[config.mk]
export PLATFORM = sky130hd
export DESIGN_NAME = gfn_div
export DESIGN_NICKNAME = d
export VERILOG_FILES = /design/src/design/gfn_pkg.sv /design/src/design/gfn_div.sv
export SDC_FILE = /design/constraint.sdc
export NUM_CORES = 2
export LEC_CHECK = 0
export BUFFER_PORTS_ARGS = -buffer_cell sky130_fd_sc_hd__clkbuf_2
export CAP_MARGIN = 20
export CORE_UTILIZATION = 64
export CTS_CLUSTER_DIAMETER = 80
export DETAILED_ROUTE_END_ITERATION = 7
export PLACE_DENSITY_LB_ADDON = 0.05
export SLEW_MARGIN = 5
export SYNTH_ARGS = -nofsm -noshare
export SYNTH_HDL_FRONTEND = slang
export SYNTH_SLANG_ARGS = --single-unit
export TNS_END_PERCENT = 100
[constraint.sdc]
create_clock -name clk_i -period 4.15 [get_ports clk_i]
set_input_delay 0.2075 -clock clk_i [delete_from_list [all_inputs] [get_ports clk_i]]
set_output_delay 0.2075 -clock clk_i [all_outputs]
set_load 0.1 [all_outputs]
[src/design/gfn_pkg.sv]
`default_nettype none

package gfn_pkg;

  // Gradient table geometry: the grid is a power of two on each axis.
  localparam int GRID_LOG2   = 5;
  localparam int TAB_AW      = 2 * GRID_LOG2;
  localparam int TAB_ENTRIES = 1 << TAB_AW;

  // Field widths.
  localparam int GRAD_W     = 16;
  localparam int TAB_DW     = 2 * GRAD_W;
  localparam int COORD_W    = 32;
  localparam int FREQ_W     = 24;
  localparam int PERS_W     = 16;
  localparam int OCT_W      = 4;
  localparam int CNT_W      = OCT_W + 1;
  localparam int NOISE_W    = 16;
  localparam int CFG_IDX_W  = 2;
  localparam int CFG_DATA_W = 24;

  // Fixed-point formats.
  localparam int COORD_FRAC_BITS = 16;
  localparam int FREQ_FRAC_BITS  = 16;
  localparam int FRAC_W          = 16;
  localparam int FADE_W          = FRAC_W + 1;
  localparam int ONE_Q16         = 1 << FRAC_W;
  localparam int AMP_W           = FRAC_W + 1;

  // Scaled position, corner dot products and the weighted accumulator.
  localparam int POS_W  = COORD_W + FREQ_W + 1;
  localparam int DOT_W  = GRAD_W + FRAC_W + 2;
  localparam int ACC_W  = DOT_W + AMP_W + 1 + 4;
  localparam int NORM_W = AMP_W + 4;

  // Quintic fade coefficients: 6t^5 - 15t^4 + 10t^3.
  localparam int FADE_C5 = 6;
  localparam int FADE_C4 = 15;
  localparam int FADE_C3 = 10;

  // Divider: one quotient bit per stage plus an overflow check.
  localparam int QUO_BITS = NOISE_W - 1;
  localparam int DIV_LAT  = QUO_BITS + 2;

  localparam int DEF_MAX_OCTAVES = 8;

  localparam logic signed [NOISE_W-1:0] NOISE_MAX = {1'b0, {(NOISE_W-1){1'b1}}};
  localparam logic signed [NOISE_W-1:0] NOISE_MIN = {1'b1, {(NOISE_W-1){1'b0}}};

  typedef enum logic [CFG_IDX_W-1:0] {
    CFG_OCTAVES   = 2'd0,
    CFG_PERSIST   = 2'd1,
    CFG_BASE_FREQ = 2'd2
  } cfg_reg_e;

  typedef enum logic {
    OP_LOAD = 1'b0,
    OP_EVAL = 1'b1
  } opcode_e;

  // Write port of the gradient tables.
  typedef struct packed {
    logic              en;
    logic [TAB_AW-1:0] addr;
    logic [TAB_DW-1:0] data;
  } tab_wr_t;

endpackage

`default_nettype wire

[src/design/gfn_div.sv]
`default_nettype none

module gfn_div (
  input  wire logic                             clk_i,
  input  wire logic                             en_i,
  input  wire logic signed [gfn_pkg::ACC_W-1:0] total_i,
  input  wire logic [gfn_pkg::NORM_W-1:0]       norm_i,
  output logic signed [gfn_pkg::NOISE_W-1:0]    noise_o
);
  import gfn_pkg::*;

  localparam int STEPS = QUO_BITS + 1;

  logic [ACC_W-1:0]    rem_q [0:STEPS];
  logic                neg_q [0:STEPS];
  logic                sat_q [1:STEPS];
  logic [QUO_BITS-1:0] quo_q [1:STEPS];

  // Stage 0: split the sum into sign and magnitude.
  always_ff @(posedge clk_i) begin
    if (en_i) begin
      neg_q[0] <= total_i < 0;
      rem_q[0] <= (total_i < 0) ? ACC_W'(-total_i) : ACC_W'(total_i);
    end
  end

  // Restoring division by norm * 2^15, one quotient bit per stage. The first
  // step only checks whether the quotient overflows the output range.
  for (genvar j = 1; j <= STEPS; j++) begin : g_step
    localparam int K = STEPS - j;
    logic [ACC_W-1:0] dk;
    logic             ge;

    assign dk = ACC_W'(norm_i) << (QUO_BITS + K);
    assign ge = rem_q[j-1] >= dk;

    if (j == 1) begin : g_ovf
      always_ff @(posedge clk_i) begin
        if (en_i) begin
          sat_q[j] <= ge;
          rem_q[j] <= rem_q[j-1];
          quo_q[j] <= '0;
          neg_q[j] <= neg_q[j-1];
        end
      end
    end else begin : g_bit
      always_ff @(posedge clk_i) begin
        if (en_i) begin
          sat_q[j] <= sat_q[j-1];
          rem_q[j] <= ge ? rem_q[j-1] - dk : rem_q[j-1];
          quo_q[j] <= quo_q[j-1] | (QUO_BITS'(ge) << K);
          neg_q[j] <= neg_q[j-1];
        end
      end
    end
  end

  // Apply the sign and saturate.
  always_comb begin
    if (sat_q[STEPS]) begin
      noise_o = neg_q[STEPS] ? NOISE_MIN : NOISE_MAX;
    end else if (neg_q[STEPS]) begin
      noise_o = -$signed({1'b0, quo_q[STEPS]});
    end else begin
      noise_o = $signed({1'b0, quo_q[STEPS]});
    end
  end

endmodule

`default_nettype wire

==> impl_metrics.env <==
export IMPL_regToRegEndpoint="rem_q[0][820]"
export IMPL_cts_tree="yes"
export IMPL_syn_num_nets=5171
export IMPL_numCtsBuffers=106
export IMPL_synthFlopType="edfxtp_1"
export IMPL_rows=108
export IMPL_postSynthCellCount=4740
export IMPL_netlist_area_leader_share=0.5610
export IMPL_place_congestion=0.9430
export IMPL_max_freq_mhz=246.7
export IMPL_finClkSkew_ns=0.02735
export IMPL_max_slew_worst_pin_slew_ns=1.157
export IMPL_dp_hpwl_um=104700
export IMPL_synth_area_leaders="edfxtp_1 (56%), ha_1 (7.5%), xnor2_1 (4.1%), a21oi_1 (3.3%), xor2_1 (2.9%)"
export IMPL_worstPathMaxFanout=7
export IMPL_final_nets=5448
export IMPL_tns_ns=0
export IMPL_drc=0
export IMPL_async_reset_ff_frac=0
export IMPL_num_vias=39819
export IMPL_ir_drop_mv=0.5225
export IMPL_dieArea_sq_um=88930
export IMPL_yosysWarningCount=0
export IMPL_grt_pass1_vias=37905
export IMPL_grtUsageTotal=0.3226
export IMPL_initial_core_util=0.6463
export IMPL_hp_class="input pin to flop"
export IMPL_drive_gt1_frac=0.09933
export IMPL_antenna_found_initial=10
export IMPL_status="finished clean"
export IMPL_cts_path_max_buffers=3
export IMPL_worst_slack_ns=0.09657
export IMPL_final_cells=6260
export IMPL_synth_cell_types=83
export IMPL_portBuffers=94
export IMPL_post_route_period_util=0.9767
export IMPL_core_sq_um=86890
export IMPL_slew_viol_final=0
export IMPL_ys_seq_area_frac=0.5610
export IMPL_drt_wirelength_per_cell_um=22.99
export IMPL_cp_start_kind="input pin"
export IMPL_clkTransAtPathRegs_ns=0.06
export IMPL_r2r_start="rem_q[0][776]"
export IMPL_dr_pass1_iters=6
export IMPL_cap_viol_max_count=0
export IMPL_cts_sinks=1049
export IMPL_io_pins=95
export IMPL_synth_largest_area_cell="edfxtp_1"
export IMPL_p_leak_nw=23.31
export IMPL_rsz0062_at_grt="no"
export IMPL_multi_input_area_sq_um=23780
export IMPL_grt_max_degree=124
export IMPL_fillCellCount=5899
export IMPL_synth_seq_cells=1049
export IMPL_path_class="input pin to flop"
export IMPL_grt_overflow_total=0
export IMPL_final_setup_viol_count=0
export IMPL_placed_cells=6006
export IMPL_min_to="rem_q[0][39]"
export IMPL_relSlewSlack=0.2212
export IMPL_cts_root_buffer="clkbuf_16"
export IMPL_ant_nets=0
export IMPL_clk_latency_ns=0.70
export IMPL_hold_depth=2
export IMPL_register_area_sq_um=31500
export IMPL_synth_avg_cell_area_sq_um=11.85
export IMPL_grt_pass1_wl_um=219600
export IMPL_r2r_cells=8
export IMPL_r2r_slack_ns=0.36
export IMPL_hold_viol_final=0
export IMPL_pwr_density_cell_nw_per_um2=619.2
export IMPL_crit_path_end_kind="flop"
export IMPL_worstPathArrival_ns=4.49
export IMPL_cts_htree_levels=3
export IMPL_cts_setup_buffers=0
export IMPL_vias_per_cell=6.361
export IMPL_layout_min_cycle_time_ns=4.053
export IMPL_detail_route_iter0_violations=3851
export IMPL_worstHoldStart="total_i[39]"
export IMPL_required_ns=4.58
export IMPL_synth_edff_count=1049
export IMPL_die_y_um=298.2
export IMPL_wl_um=143900
export IMPL_die_x_um=298.2
export IMPL_dp_slack_ns=0.05643
export IMPL_synth_area_sq_um=56150
export IMPL_area_growth_pct=12.79
==> cells by family (layout without fill, tap and decap cells) <==
group	after synthesis	in the layout	synth area share
AO/OA/AOI/OAI	1151	1151	0.1278
XOR/XNOR	449	449	0.07003
adder cells (fa/ha/maj)	352	352	0.08030
buffers and inverters	245	609	0.01647
flip-flops	1049	1049	0.5610
multiplexers	62	62	0.01239
other	0	1	0
AND/OR/NAND/NOR	1432	1432	0.1321
==> power breakdown <==
part           switching, W  internal [W]  leakage (nW)
Clock               0.00410       0.00592          1.78
Combinational       0.00744       0.00561          11.4
Sequential          0.00163        0.0145          10.1
Total                0.0132        0.0260          23.3
==> registers in the layout (all words and copies together), names as in the netlist <==
signal  cells
rem_q     896
quo_q     120
neg_q      17
sat_q      16
==> cell usage in the layout, fill, tap and decap left out, types with 27 or more instances in the layout <==
| master | instances |
|---|---|
| edfxtp_1 | 1049 |
| clkbuf_16 | 107 |
| nand2_1 | 333 |
| a21oi_1 | 365 |
| nor4_1 | 132 |
| o21ai_0 | 289 |
| mux2_2 | 60 |
| a211oi_1 | 39 |
| or3_1 | 54 |
| buf_4 | 88 |
| xor2_1 | 183 |
| xnor2_1 | 266 |
| buf_12 | 34 |
| a21o_1 | 131 |
| and3_1 | 34 |
| nand4_1 | 67 |
| inv_1 | 139 |
| ha_1 | 338 |
| nand2b_1 | 55 |
| nand3_1 | 87 |
| a31oi_1 | 28 |
| o211ai_1 | 27 |
| o21a_1 | 55 |
| nor3_1 | 108 |
| nor2_1 | 313 |
| dlygate4sd3_1 | 58 |
| o31ai_1 | 42 |
| or4_1 | 46 |
| nor2b_1 | 64 |
| clkbuf_2 | 93 |
==> cells in the mapped netlist, types with 11 or more instances <==
master and n:
nand2_1 333, nor3_1 108, ha_1 338, a211oi_1 39, o21ai_0 290, nor3b_1 14, nor4_1 133, a21oi_1 365
inv_1 139, nor4b_1 20, a211o_1 15, nand3b_1 14, a31oi_1 28, clkbuf_1 90, nand4_1 67, a21boi_0 11
nand2b_1 55, o31a_1 12, or4_1 46, edfxtp_1 1049, o21bai_1 23, mux2_2 60, or2_2 23, and3_1 34
and2_1 17, nor2b_1 64, a21o_1 131, o211ai_1 27, o31ai_1 42, o41ai_1 11, o21a_1 55, o22ai_1 12
xnor2_1 266, or3_1 55, nand3_1 87, nor2_1 313, xor2_1 183, fa_1 14, and4_1 11, buf_1 11
==> worst max-delay path by stage <==
stage	start	to	slack, ns	depth (start not counted)
2_1_floorplan	quo_q[0][243]	noise_o[14]	0.35	7
3_3_place_gp	norm_i[9]	rem_q[0][722]	0.16	10
3_5_place_dp	norm_i[9]	rem_q[0][503]	0.06	13
4_1_cts	total_i[7]	rem_q[0][48]	0.17	11
5_1_grt	quo_q[0][243]	noise_o[14]	0.002	8
6_report	total_i[7]	rem_q[0][53]	0.1	11
==> worst max-delay path, cell delays in order <==
cell	delay, ns
dlygate4sd3_1	0.55
clkbuf_2	0.14
or4_4	0.54
or4_4	0.52
or3_1	0.49
or3_4	0.42
or3_4	0.37
or3_4	0.39
o31ai_2	0.21
xnor2_1	0.09
dlygate4sd3_1	0.55
==> cell type report <==
cell class / instances / area share
antenna: 1 / 0.00003951
clock buffer: 118 / 0.04293
sequential: 1049 / 0.4974
inverter: 140 / 0.008297
timing repair buffer: 274 / 0.03793
tap: 1155 / 0.02282
multi-input combinational: 3446 / 0.3754
clock inverter: 77 / 0.01519
==> metrics by stage <==
step                power (W)  cell area [sq um]  hold slack [ns]  utilization
floorplan             0.02507              56150           0.3064            -
global placement      0.02884              59060           0.4006       0.6798
detailed placement    0.02901              59060           0.4045       0.6798
CTS                   0.03911              63330         0.004143       0.7288
global route          0.04125              63330          0.06279       0.7289
finish                0.03922              63340          0.03882       0.7289
==> per-layer routing <==
layer,part of all wire,vias to the layer above,track usage,wire (um)
met5,0.00032,-,0,46
met4,0.046,8,0.1443,6616
met3,0.072,330,0.05024,10330
met2,0.47,1556,0.5237,67770
met1,0.41,19212,0.4307,59160
li1,-,18713,-,-
==> timing repair <==
item	CTS	global route
setup endpoints to repair	0	2
hold endpoints to repair	51	0
resized for setup	0	2
hold buffers	58	0
No activity file was read; power rests on OpenSTA's default activity.
